<file path="config.mk">
export PLATFORM = sky130hd
export DESIGN_NAME = card_machine_instruction_executor_unit
export DESIGN_NICKNAME = d
export VERILOG_FILES = /design/src/rtl/cmie_pkg.sv /design/src/rtl/cmie_ram.sv /design/src/rtl/cmie_store.sv /design/src/rtl/card_machine_instruction_executor_unit.sv
export SDC_FILE = /design/constraint.sdc
export NUM_CORES = 2
export LEC_CHECK = 0
export ABC_AREA = 1
export BUFFER_PORTS_ARGS = -buffer_cell sky130_fd_sc_hd__buf_4
export CORE_MARGIN = 4
export CORE_UTILIZATION = 40
export CTS_BUF_LIST = sky130_fd_sc_hd__clkbuf_4
export CTS_CLUSTER_DIAMETER = 40
export DETAILED_ROUTE_END_ITERATION = 6
export MAX_ROUTING_LAYER = met4
export PLACE_DENSITY = 0.57
export SLEW_MARGIN = 20
export SYNTH_ARGS = -nofsm -noshare
export SYNTH_HDL_FRONTEND = slang
export SYNTH_HIERARCHICAL = 1
export SYNTH_SLANG_ARGS = --single-unit
</file>
<file path="constraint.sdc">
create_clock -name clock -period 13.2 [get_ports clock]
set_input_delay 2.64 -clock clock [delete_from_list [all_inputs] [get_ports clock]]
set_output_delay 2.64 -clock clock [all_outputs]
set_load 0.01 [all_outputs]
</file>
<file path="src/rtl/cmie_pkg.sv">
`timescale 1ns / 1ps
`default_nettype none
// ----------------------------------------------------------------------------
// cmie_pkg
// Shared types, codes and helpers of the card machine instruction executor.
// ----------------------------------------------------------------------------
package cmie_pkg;

   // field widths
   localparam int WORD_W = 32;
   localparam int KIND_W = 3;
   localparam int REQ_W  = 3;
   localparam int ADDR_W = 7;
   localparam int CNT_W  = 4;
   localparam int MASK_W = 4;

   // default sizes
   localparam int MEM_WORDS_DEF   = 100;
   localparam int BLOCK_WORDS_DEF = 10;

   // request codes
   localparam logic [REQ_W-1:0] REQ_JOB   = 3'd0;
   localparam logic [REQ_W-1:0] REQ_PROG  = 3'd1;
   localparam logic [REQ_W-1:0] REQ_BEGIN = 3'd2;
   localparam logic [REQ_W-1:0] REQ_STEP  = 3'd3;
   localparam logic [REQ_W-1:0] REQ_DATA  = 3'd4;

   // result codes
   localparam logic [KIND_W-1:0] KIND_ACK   = 3'd0;
   localparam logic [KIND_W-1:0] KIND_PRINT = 3'd1;
   localparam logic [KIND_W-1:0] KIND_WAIT  = 3'd2;
   localparam logic [KIND_W-1:0] KIND_HALT  = 3'd3;
   localparam logic [KIND_W-1:0] KIND_ERR   = 3'd4;

   // characters
   localparam logic [7:0] CH_G     = 8'h47;
   localparam logic [7:0] CH_D     = 8'h44;
   localparam logic [7:0] CH_P     = 8'h50;
   localparam logic [7:0] CH_H     = 8'h48;
   localparam logic [7:0] CH_L     = 8'h4C;
   localparam logic [7:0] CH_R     = 8'h52;
   localparam logic [7:0] CH_S     = 8'h53;
   localparam logic [7:0] CH_C     = 8'h43;
   localparam logic [7:0] CH_B     = 8'h42;
   localparam logic [7:0] CH_T     = 8'h54;
   localparam logic [7:0] CH_SPACE = 8'h20;
   localparam logic [7:0] CH_ZERO  = 8'h30;
   localparam logic [7:0] CH_NINE  = 8'h39;

   localparam logic [WORD_W-1:0] SPACES = {4{CH_SPACE}};

   // access to the word store
   typedef struct packed {
      logic              clear;
      logic              we;
      logic [ADDR_W-1:0] waddr;
      logic [WORD_W-1:0] wdata;
      logic              re;
      logic [ADDR_W-1:0] raddr;
   } store_req_type;

   // one bit per non-space character, bit 3 for the first character
   function automatic logic [MASK_W-1:0] keep_mask_of(input logic [WORD_W-1:0] w);
      logic [MASK_W-1:0] m;
      m = '0;
      for (int i = 0; i < MASK_W; i++) begin
         m[i] = (w[8*i +: 8] != CH_SPACE);
      end
      return m;
   endfunction

   // character is a decimal digit
   function automatic logic is_digit(input logic [7:0] c);
      return (c >= CH_ZERO) && (c <= CH_NINE);
   endfunction

endpackage
`default_nettype wire

</file>
<file path="src/rtl/cmie_ram.sv">
`timescale 1ns / 1ps
`default_nettype none
// ----------------------------------------------------------------------------
// cmie_ram
// Generic single write port, single read port RAM with registered read.
// ----------------------------------------------------------------------------
module cmie_ram #(
   parameter int WIDTH = 32,
   parameter int DEPTH = 100
) (
   input  wire logic                     clock,
   input  wire logic                     we,
   input  wire logic [$clog2(DEPTH)-1:0] waddr,
   input  wire logic [WIDTH-1:0]         wdata,
   input  wire logic                     re,
   input  wire logic [$clog2(DEPTH)-1:0] raddr,
   output      logic [WIDTH-1:0]         rdata
);

   logic [WIDTH-1:0] mem_ff [DEPTH];
   logic [WIDTH-1:0] rdata_ff;

   // write port
   always_ff @(posedge clock) begin
      if (we) begin
         mem_ff[waddr] <= wdata;
      end
   end

   // registered read, holds while not enabled
   always_ff @(posedge clock) begin
      if (re) begin
         rdata_ff <= mem_ff[raddr];
      end
   end

   assign rdata = rdata_ff;

endmodule
`default_nettype wire

</file>
<file path="src/rtl/cmie_store.sv">
`timescale 1ns / 1ps
`default_nettype none
// ----------------------------------------------------------------------------
// cmie_store
// Word store: RAM plus per-word valid bits; words never written read as spaces.
// ----------------------------------------------------------------------------
module cmie_store #(
   parameter int MEM_WORDS = cmie_pkg::MEM_WORDS_DEF
) (
   input  wire logic                         clock,
   input  wire logic                         reset,
   input  wire cmie_pkg::store_req_type      req,
   output      logic [cmie_pkg::WORD_W-1:0]  rdata
);
   import cmie_pkg::*;

   localparam int AW = $clog2(MEM_WORDS);

   logic [MEM_WORDS-1:0] valid_ff;
   logic [MEM_WORDS-1:0] valid_in;
   logic                 rd_valid_ff;
   logic                 rd_valid_in;
   logic [WORD_W-1:0]    ram_q;

   cmie_ram #(
      .WIDTH (WORD_W),
      .DEPTH (MEM_WORDS)
   ) u_ram (
      .clock (clock),
      .we    (req.we),
      .waddr (req.waddr[AW-1:0]),
      .wdata (req.wdata),
      .re    (req.re),
      .raddr (req.raddr[AW-1:0]),
      .rdata (ram_q)
   );

   // valid bits: cleared by job start, set on write
   always_comb begin
      valid_in = valid_ff;
      if (req.clear) begin
         valid_in = '0;
      end else if (req.we) begin
         valid_in[req.waddr[AW-1:0]] = 1'b1;
      end
      rd_valid_in = rd_valid_ff;
      if (req.re) begin
         rd_valid_in = valid_ff[req.raddr[AW-1:0]];
      end
   end

   always_ff @(posedge clock) begin
      if (reset) begin
         valid_ff    <= '0;
         rd_valid_ff <= 1'b0;
      end else begin
         valid_ff    <= valid_in;
         rd_valid_ff <= rd_valid_in;
      end
   end

   assign rdata = rd_valid_ff ? ram_q : SPACES;

endmodule
`default_nettype wire

</file>
<file path="src/rtl/card_machine_instruction_executor_unit.sv">
`timescale 1ns / 1ps
`default_nettype none
// ----------------------------------------------------------------------------
// card_machine_instruction_executor_unit
// Card-driven machine: loads program words, runs LR/SR/CR/BT/GD/PD/H steps.
// ----------------------------------------------------------------------------
// Usage:
//   The req_ channel carries one word per request (job start, program word,
//   begin execute, step, data word). The rsp_ channel returns one result
//   word per request, except a PD step, which returns BLOCK_WORDS print
//   words, the last one flagged by rsp_last_of_run.
//   A word is taken at a rising edge with valid high and stall low.
//   Program word, begin, data and job start requests, and a step answered
//   without a fetch (halted, awaiting data, counter overflow), pass from
//   idle to the result state; a step that fetches passes through the fetch
//   state, and LR and CR also through the load or compare state (extra
//   store read). A PD step passes from fetch to the print state and emits
//   one print word per cycle while the result register is free. One
//   request is in flight at a time: req_stall stays high until idle again.
//   The result register lets a new request be taken while the last result
//   is still stalled; any further result waits until the register frees.
//   Reset (synchronous) and job start both mark every store word as spaces
//   through per-word valid bits, so no clearing pass is needed.
// ----------------------------------------------------------------------------
module card_machine_instruction_executor_unit #(
   parameter int MEM_WORDS   = cmie_pkg::MEM_WORDS_DEF,
   parameter int BLOCK_WORDS = cmie_pkg::BLOCK_WORDS_DEF
) (
   input  wire logic                         clock,
   input  wire logic                         reset,
   input  wire logic                         req_valid,
   output      logic                         req_stall,
   input  wire logic [cmie_pkg::REQ_W-1:0]   req_type,
   input  wire logic [cmie_pkg::WORD_W-1:0]  req_card_word,
   output      logic                         rsp_valid,
   input  wire logic                         rsp_stall,
   output      logic [cmie_pkg::KIND_W-1:0]  rsp_result_kind,
   output      logic [cmie_pkg::WORD_W-1:0]  rsp_print_word,
   output      logic [cmie_pkg::MASK_W-1:0]  rsp_keep_mask,
   output      logic                         rsp_last_of_run,
   output      logic [cmie_pkg::ADDR_W-1:0]  rsp_counter_value,
   output      logic                         rsp_compare_flag
);
   import cmie_pkg::*;

   // sequencer states
   localparam logic [2:0] ST_IDLE   = 3'd0;
   localparam logic [2:0] ST_FETCH  = 3'd1;
   localparam logic [2:0] ST_LOAD   = 3'd2;
   localparam logic [2:0] ST_CMP    = 3'd3;
   localparam logic [2:0] ST_PRINT  = 3'd4;
   localparam logic [2:0] ST_RESULT = 3'd5;

   localparam logic [ADDR_W-1:0] MEM_LIMIT = ADDR_W'(MEM_WORDS);
   localparam logic [CNT_W-1:0]  BLK_CNT   = CNT_W'(BLOCK_WORDS);
   localparam logic [CNT_W-1:0]  BLK_LAST  = CNT_W'(BLOCK_WORDS - 1);

   // machine state
   logic [2:0]        state_ff, state_in;
   logic [ADDR_W-1:0] ic_ff, ic_in;
   logic [WORD_W-1:0] greg_ff, greg_in;
   logic              toggle_ff, toggle_in;
   logic [ADDR_W-1:0] lp_ff, lp_in;
   logic              pending_ff, pending_in;
   logic [ADDR_W-1:0] dptr_ff, dptr_in;
   logic [CNT_W-1:0]  rem_ff, rem_in;
   logic              halted_ff, halted_in;
   logic [ADDR_W-1:0] pptr_ff, pptr_in;
   logic [CNT_W-1:0]  pcnt_ff, pcnt_in;
   logic [KIND_W-1:0] kind_ff, kind_in;

   // result register
   logic              rv_ff, rv_in;
   logic [KIND_W-1:0] rkind_ff, rkind_in;
   logic [WORD_W-1:0] rword_ff, rword_in;
   logic [MASK_W-1:0] rmask_ff, rmask_in;
   logic              rlast_ff, rlast_in;
   logic [ADDR_W-1:0] rcnt_ff, rcnt_in;
   logic              rflag_ff, rflag_in;

   store_req_type     st_req;
   logic [WORD_W-1:0] st_rdata;

   logic              accept;
   logic              out_free;
   logic [7:0]        c0, c1, c2, c3;
   logic [ADDR_W-1:0] opnd;
   logic              opnd_ok;
   logic              blk_ok;

   cmie_store #(
      .MEM_WORDS (MEM_WORDS)
   ) u_store (
      .clock (clock),
      .reset (reset),
      .req   (st_req),
      .rdata (st_rdata)
   );

   assign req_stall = (state_ff != ST_IDLE);
   assign accept    = req_valid && !req_stall;
   assign out_free  = !rv_ff || !rsp_stall;

   // operand decode of the fetched instruction
   always_comb begin
      c0      = st_rdata[31:24];
      c1      = st_rdata[23:16];
      c2      = st_rdata[15:8];
      c3      = st_rdata[7:0];
      opnd    = ({3'b000, c2[3:0]} << 3) + ({3'b000, c2[3:0]} << 1) + {3'b000, c3[3:0]};
      opnd_ok = is_digit(c2) && is_digit(c3) && (opnd < MEM_LIMIT);
      blk_ok  = ({1'b0, opnd} + 8'(BLOCK_WORDS)) <= 8'(MEM_WORDS);
   end

   // sequencer
   always_comb begin
      state_in   = state_ff;
      ic_in      = ic_ff;
      greg_in    = greg_ff;
      toggle_in  = toggle_ff;
      lp_in      = lp_ff;
      pending_in = pending_ff;
      dptr_in    = dptr_ff;
      rem_in     = rem_ff;
      halted_in  = halted_ff;
      pptr_in    = pptr_ff;
      pcnt_in    = pcnt_ff;
      kind_in    = kind_ff;
      st_req     = '0;

      rv_in    = rv_ff && rsp_stall;
      rkind_in = rkind_ff;
      rword_in = rword_ff;
      rmask_in = rmask_ff;
      rlast_in = rlast_ff;
      rcnt_in  = rcnt_ff;
      rflag_in = rflag_ff;

      unique case (state_ff)
         ST_IDLE: begin
            if (accept) begin
               state_in = ST_RESULT;
               kind_in  = KIND_ACK;
               unique case (req_type)
                  REQ_JOB: begin
                     st_req.clear = 1'b1;
                     ic_in        = '0;
                     greg_in      = SPACES;
                     toggle_in    = 1'b0;
                     lp_in        = '0;
                     pending_in   = 1'b0;
                     dptr_in      = '0;
                     rem_in       = '0;
                     halted_in    = 1'b0;
                  end
                  REQ_PROG: begin
                     if (lp_ff < MEM_LIMIT) begin
                        st_req.we    = 1'b1;
                        st_req.waddr = lp_ff;
                        st_req.wdata = req_card_word;
                        lp_in        = lp_ff + 1'b1;
                     end
                  end
                  REQ_BEGIN: begin
                     ic_in      = '0;
                     halted_in  = 1'b0;
                     pending_in = 1'b0;
                     rem_in     = '0;
                  end
                  REQ_STEP: begin
                     if (halted_ff) begin
                        kind_in = KIND_HALT;
                     end else if (pending_ff) begin
                        kind_in = KIND_WAIT;
                     end else if (ic_ff >= MEM_LIMIT) begin
                        halted_in = 1'b1;
                        kind_in   = KIND_ERR;
                     end else begin
                        st_req.re    = 1'b1;
                        st_req.raddr = ic_ff;
                        state_in     = ST_FETCH;
                     end
                  end
                  REQ_DATA: begin
                     if (!pending_ff || dptr_ff >= MEM_LIMIT) begin
                        kind_in = KIND_ERR;
                     end else begin
                        st_req.we    = 1'b1;
                        st_req.waddr = dptr_ff;
                        st_req.wdata = req_card_word;
                        dptr_in      = dptr_ff + 1'b1;
                        if (rem_ff > 1) begin
                           rem_in = rem_ff - 1'b1;
                        end else begin
                           rem_in     = '0;
                           pending_in = 1'b0;
                        end
                     end
                  end
                  default: begin
                     kind_in = KIND_ERR;
                  end
               endcase
            end
         end

         // instruction word is on the store output
         ST_FETCH: begin
            ic_in    = ic_ff + 1'b1;
            state_in = ST_RESULT;
            kind_in  = KIND_ACK;
            if ((c0 == CH_G || c0 == CH_P) && c1 == CH_D) begin
               if (!opnd_ok || !blk_ok) begin
                  halted_in = 1'b1;
                  kind_in   = KIND_ERR;
               end else if (c0 == CH_G) begin
                  pending_in = 1'b1;
                  dptr_in    = opnd;
                  rem_in     = BLK_CNT;
                  kind_in    = KIND_WAIT;
               end else begin
                  st_req.re    = 1'b1;
                  st_req.raddr = opnd;
                  pptr_in      = opnd + 1'b1;
                  pcnt_in      = '0;
                  state_in     = ST_PRINT;
               end
            end else if (c0 == CH_H) begin
               halted_in = 1'b1;
               kind_in   = KIND_HALT;
            end else if (c1 == CH_R && (c0 == CH_L || c0 == CH_S || c0 == CH_C)) begin
               if (!opnd_ok) begin
                  halted_in = 1'b1;
                  kind_in   = KIND_ERR;
               end else if (c0 == CH_S) begin
                  st_req.we    = 1'b1;
                  st_req.waddr = opnd;
                  st_req.wdata = greg_ff;
               end else begin
                  st_req.re    = 1'b1;
                  st_req.raddr = opnd;
                  state_in     = (c0 == CH_L) ? ST_LOAD : ST_CMP;
               end
            end else if (c0 == CH_B && c1 == CH_T && toggle_ff) begin
               if (!opnd_ok) begin
                  halted_in = 1'b1;
                  kind_in   = KIND_ERR;
               end else begin
                  ic_in = opnd;
               end
            end
         end

         ST_LOAD: begin
            greg_in  = st_rdata;
            state_in = ST_RESULT;
         end

         ST_CMP: begin
            toggle_in = (st_rdata == greg_ff);
            state_in  = ST_RESULT;
         end

         // one print word per free result slot
         ST_PRINT: begin
            if (out_free) begin
               rv_in    = 1'b1;
               rkind_in = KIND_PRINT;
               rword_in = st_rdata;
               rmask_in = keep_mask_of(st_rdata);
               rlast_in = (pcnt_ff == BLK_LAST);
               rcnt_in  = ic_ff;
               rflag_in = toggle_ff;
               if (pcnt_ff == BLK_LAST) begin
                  state_in = ST_IDLE;
               end else begin
                  st_req.re    = 1'b1;
                  st_req.raddr = pptr_ff;
                  pptr_in      = pptr_ff + 1'b1;
                  pcnt_in      = pcnt_ff + 1'b1;
               end
            end
         end

         ST_RESULT: begin
            if (out_free) begin
               rv_in    = 1'b1;
               rkind_in = kind_ff;
               rword_in = '0;
               rmask_in = '0;
               rlast_in = 1'b1;
               rcnt_in  = ic_ff;
               rflag_in = toggle_ff;
               state_in = ST_IDLE;
            end
         end

         default: begin
            state_in = ST_IDLE;
         end
      endcase
   end

   // control registers
   always_ff @(posedge clock) begin
      if (reset) begin
         state_ff   <= ST_IDLE;
         ic_ff      <= '0;
         greg_ff    <= SPACES;
         toggle_ff  <= 1'b0;
         lp_ff      <= '0;
         pending_ff <= 1'b0;
         dptr_ff    <= '0;
         rem_ff     <= '0;
         halted_ff  <= 1'b0;
         pptr_ff    <= '0;
         pcnt_ff    <= '0;
         rv_ff      <= 1'b0;
      end else begin
         state_ff   <= state_in;
         ic_ff      <= ic_in;
         greg_ff    <= greg_in;
         toggle_ff  <= toggle_in;
         lp_ff      <= lp_in;
         pending_ff <= pending_in;
         dptr_ff    <= dptr_in;
         rem_ff     <= rem_in;
         halted_ff  <= halted_in;
         pptr_ff    <= pptr_in;
         pcnt_ff    <= pcnt_in;
         rv_ff      <= rv_in;
      end
   end

   // payload registers
   always_ff @(posedge clock) begin
      kind_ff  <= kind_in;
      rkind_ff <= rkind_in;
      rword_ff <= rword_in;
      rmask_ff <= rmask_in;
      rlast_ff <= rlast_in;
      rcnt_ff  <= rcnt_in;
      rflag_ff <= rflag_in;
   end

   assign rsp_valid         = rv_ff;
   assign rsp_result_kind   = rkind_ff;
   assign rsp_print_word    = rword_ff;
   assign rsp_keep_mask     = rmask_ff;
   assign rsp_last_of_run   = rlast_ff;
   assign rsp_counter_value = rcnt_ff;
   assign rsp_compare_flag  = rflag_ff;

   // a halted machine never waits for data
   a_halt_no_pending: assert property (@(posedge clock) disable iff (reset)
      !(halted_ff && pending_ff))
      else $error("halted and data pending together");

   // a pending GD always has words left to take
   a_pending_rem: assert property (@(posedge clock) disable iff (reset)
      pending_ff |-> (rem_ff != '0))
      else $error("data pending with no words left");

   // print count stays inside the block
   a_print_cnt: assert property (@(posedge clock) disable iff (reset)
      (state_ff == ST_PRINT) |-> (pcnt_ff < BLK_CNT))
      else $error("print count past block");

   // only print words may leave a run open
   a_last_print: assert property (@(posedge clock) disable iff (reset)
      (rv_ff && !rlast_ff) |-> (rkind_ff == KIND_PRINT))
      else $error("non-print result without last flag");

   // load pointer never passes the store size
   a_lp_bound: assert property (@(posedge clock) disable iff (reset)
      lp_ff <= MEM_LIMIT)
      else $error("load pointer past store");

endmodule
`default_nettype wire

</file>
==> metrics.txt <==
status=complete, but fails checks; failing checks=design-rule violations; Top delay family on crit path=buffers and inverters; fin nets=12.9k; Core Box Area=353000 um2; Worst setup EP type=register; Mapped Nets=12.5k; Worst R2R End=u_store/u_ram/rdata[31]; largest cells by area after synthesis=edfxtp_1, nand2_1, nand3_1; Final Setup Violations=0; critical path buffer and inverter count=7; cell mode on critical path=nand2_1; DRT antenna net count=0; final hold slack=0.463 ns; Util after Layout=45.0%; Yosys cell types=56; Worst Hold Class=register to register; register bit total from synthesis=3459; worst-path maximum fanout=164; slew of the pin with the lowest slew margin=1.21 ns; Seq/Total Area, Yosys=71.9%; Max Cap Viol=0; total clock sinks=3459; H-tree levels=6; row cnt=218; slowest CP cell=buf_4; unrepaired setup endpoints after global routing=no; CTS tree=built; layout cells sized above 1=14.1%; die area=365000 um2; fillers=32.8k; CTS root buffer=clkbuf_4; Mean Syn Cell Area=11.5 um2; Post-CTS Hold Buffers=0; number of vias per cell=5.47; largest net degree at the start of global routing=182; min cycle time layout=8.45 ns; post-synthesis cell count=12.4k; Die W=604 um; crit path DAT=9.94 ns; Synth area leader=edfxtp_1; IO Pins=89; FF/Latch Area=102000 um2; PwrDens=154 nW/um2; TritonRoute pass-1 iters=7; async set-or-reset flop fraction in the synthesized netlist=0%; Max Clk Rate=0.118 GHz; via count=99.4k; GR Util All Layers=24.6%; final hold violation count=0; routed len/inst=24.7 um; setup TNS=0 ns; grt total ovfl=0; prevailing post-synth register cell=edfxtp_1; Setup crit start kind=register; YS warnings=6; CTS buffer count=869; Worst slew margin=19.0%; area occupied by multi-input gates=36200 um2; WL final=449000 um; Die Ht=604 um; PnR worst setup slack=4.75 ns; port bufs=88; HPWL after DPL=237000 um; DRC=1; fin crit share=64.0%; Synth top area share=69.4%; Area growth, synth to finish=11.9%; clk_skew=0.189 ns; Worst-Skew Late Latency=1.66 ns; # Post-CTS Setup Buffers=0; slowest stage delay, CP=0.96 ns; Critical path origin=u_store/rd_valid_ff; clk buf depth=4; Req. time, crit path=14.69 ns; number of DRC markers in iteration 0=12.1k; CTS resizes=0; Peak VDD IR=0.0977 mV; Crit. path cell count=27; gpl congestion=0.912; reg2reg start=u_store/rd_valid_ff; initial antenna violation count=26; Register-to-Register Setup Slack=4.75 ns; vias in the first global route=93.6k; first-pass GRT wire length=648000 um; Placement Setup Slack=4.64 ns; Initial Util=40.2%; Worst Setup EP=u_store/u_ram/rdata[31]; Post-synth EDFFs=3283; leak pwr=0.0555 uW; Post-Syn Area=142000 um2; kind of critical path=register to register; max-slew violation count=0; Reg clk slew, reported paths=0.06 ns; worst-case reg-to-reg path depth=27
-- layer usage --
layer  global-route usage, %  part of all wire (%)  up-vias
li1                        -                     -    45000
met1                    33.3                    41    48700
met2                    37.4                    46     4960
met3                    4.37                   9.5      781
met4                    8.34                   3.4        0
met5                       -                     0        -
-- cells in the final DEF (no fill, tap or decap), drive strengths merged --
master / netlist / layout
a211oi: 1 / 1
a21oi: 235 / 235
a221o: 21 / 21
a22oi: 4 / 4
a31oi: 4 / 4
a32o: 2 / 2
a41oi: 1 / 1
buf: 611 / 355
bufinv: 0 / 7
clkbuf: 179 / 1263
clkinv: 2 / 158
clkinvlp: 0 / 10
dfxtp: 176 / 176
diode: 0 / 16
edfxtp: 3283 / 3283
fa: 2 / 2
ha: 19 / 19
inv: 252 / 280
nand2: 3953 / 3953
nand3: 2849 / 2849
nand3b: 5 / 5
nand4: 24 / 24
nor2: 430 / 430
nor3: 32 / 32
nor3b: 3 / 3
nor4: 28 / 28
o211ai: 21 / 21
o21ai: 177 / 177
o21bai: 2 / 2
o221ai: 4 / 4
o22ai: 23 / 23
o31ai: 1 / 1
or2: 6 / 6
xnor2: 8 / 8
xor2: 37 / 37
-- synth_stat cells, types with 3 or more instances --
library cell     n
a31oi_1          4
nor2_1         423
o21ai_0        161
buf_6           33
or2_2            5
buf_2          411
inv_2           12
nand3_1       2847
dfxtp_1        176
nor2_2           4
inv_1          237
buf_1           68
edfxtp_1      3283
a22oi_1          4
o221ai_1         4
xor2_1          36
nor4_4           3
buf_8            3
clkbuf_1       179
nand3b_1         5
buf_4           95
ha_1            19
o211ai_1        21
nor4_1          23
a21oi_1        231
nand2_1       3945
o22ai_1         23
xnor2_1          8
nor3_1          30
a221o_1         21
nand4_1         24
o21ai_1         15
a21oi_2          4
nand2_2          7
-- tightest hold or removal path, delay by kind of cell (launching register included) --
family,cells,cell delay [ns]
AO/OA/AOI/OAI,1,0.05
flip-flops,1,0.31
AND/OR/NAND/NOR,1,0.06
-- worst min path at each step --
stage,slack (ns),start,to,depth (start not counted)
final,0.46,greg_ff[17],greg_ff[17],2
after CTS,0.46,u_store/valid_ff[97],u_store/valid_ff[97],2
after detailed placement,0.45,greg_ff[1],greg_ff[1],2
after global placement,0.44,u_store/valid_ff[98],u_store/valid_ff[98],2
after global routing,0.48,greg_ff[17],greg_ff[17],2
after floorplan,0.43,u_store/valid_ff[96],u_store/valid_ff[96],2
-- kinds of logic after synthesis --
| kind of cell | count (synthesis) | share of synthesized area, % |
|---|---|---|
| buffers and inverters | 1044 | 3.59 |
| XOR/XNOR | 45 | 0.283 |
| flip-flops | 3459 | 71.9 |
| adder cells (fa/ha/maj) | 21 | 0.196 |
| AND/OR/NAND/NOR | 7330 | 22.1 |
| AO/OA/AOI/OAI | 496 | 1.93 |
-- power breakdown --
part | switching (uW) | internal, uW
clock network | 4310 | 4500
logic | 2610 | 894
registers | 145 | 12000
-- layout make-up --
class / count / area share, %
clock inverter: 201 / 0.739
tap: 4730 / 3.72
antenna: 16 / 0.0252
clock buffer: 1263 / 5.97
multi-input combinational: 7892 / 22.8
timing repair buffer: 355 / 1.90
inverter: 254 / 0.637
sequential: 3459 / 64.3
-- state kept, by name, summed over array words and instances (netlist names), 4 cells and up --
register and flops:
rem_ff 4, rsp_print_word 32, u_store/valid_ff 100, rsp_counter_value 7, greg_ff 32, u_store/u_ram/rdata 32, dptr_ff 7, lp_ff 7
ic_ff 7, pcnt_ff 4, pptr_ff 7, u_store/u_ram/mem_ff 3200, rsp_keep_mask 4
-- stage by stage --
stage / std cells / total power, uW / area [um2]
2_1_floorplan: 12400 / 14500 / 142000
3_3_place_gp: 16700 / 15900 / 148000
3_5_place_dp: 16700 / 15900 / 148000
4_1_cts: 18200 / 24700 / 159000
5_1_grt: 18200 / 25600 / 159000
6_report: 18200 / 24500 / 159000
Power figures use the tool's default switching activity.
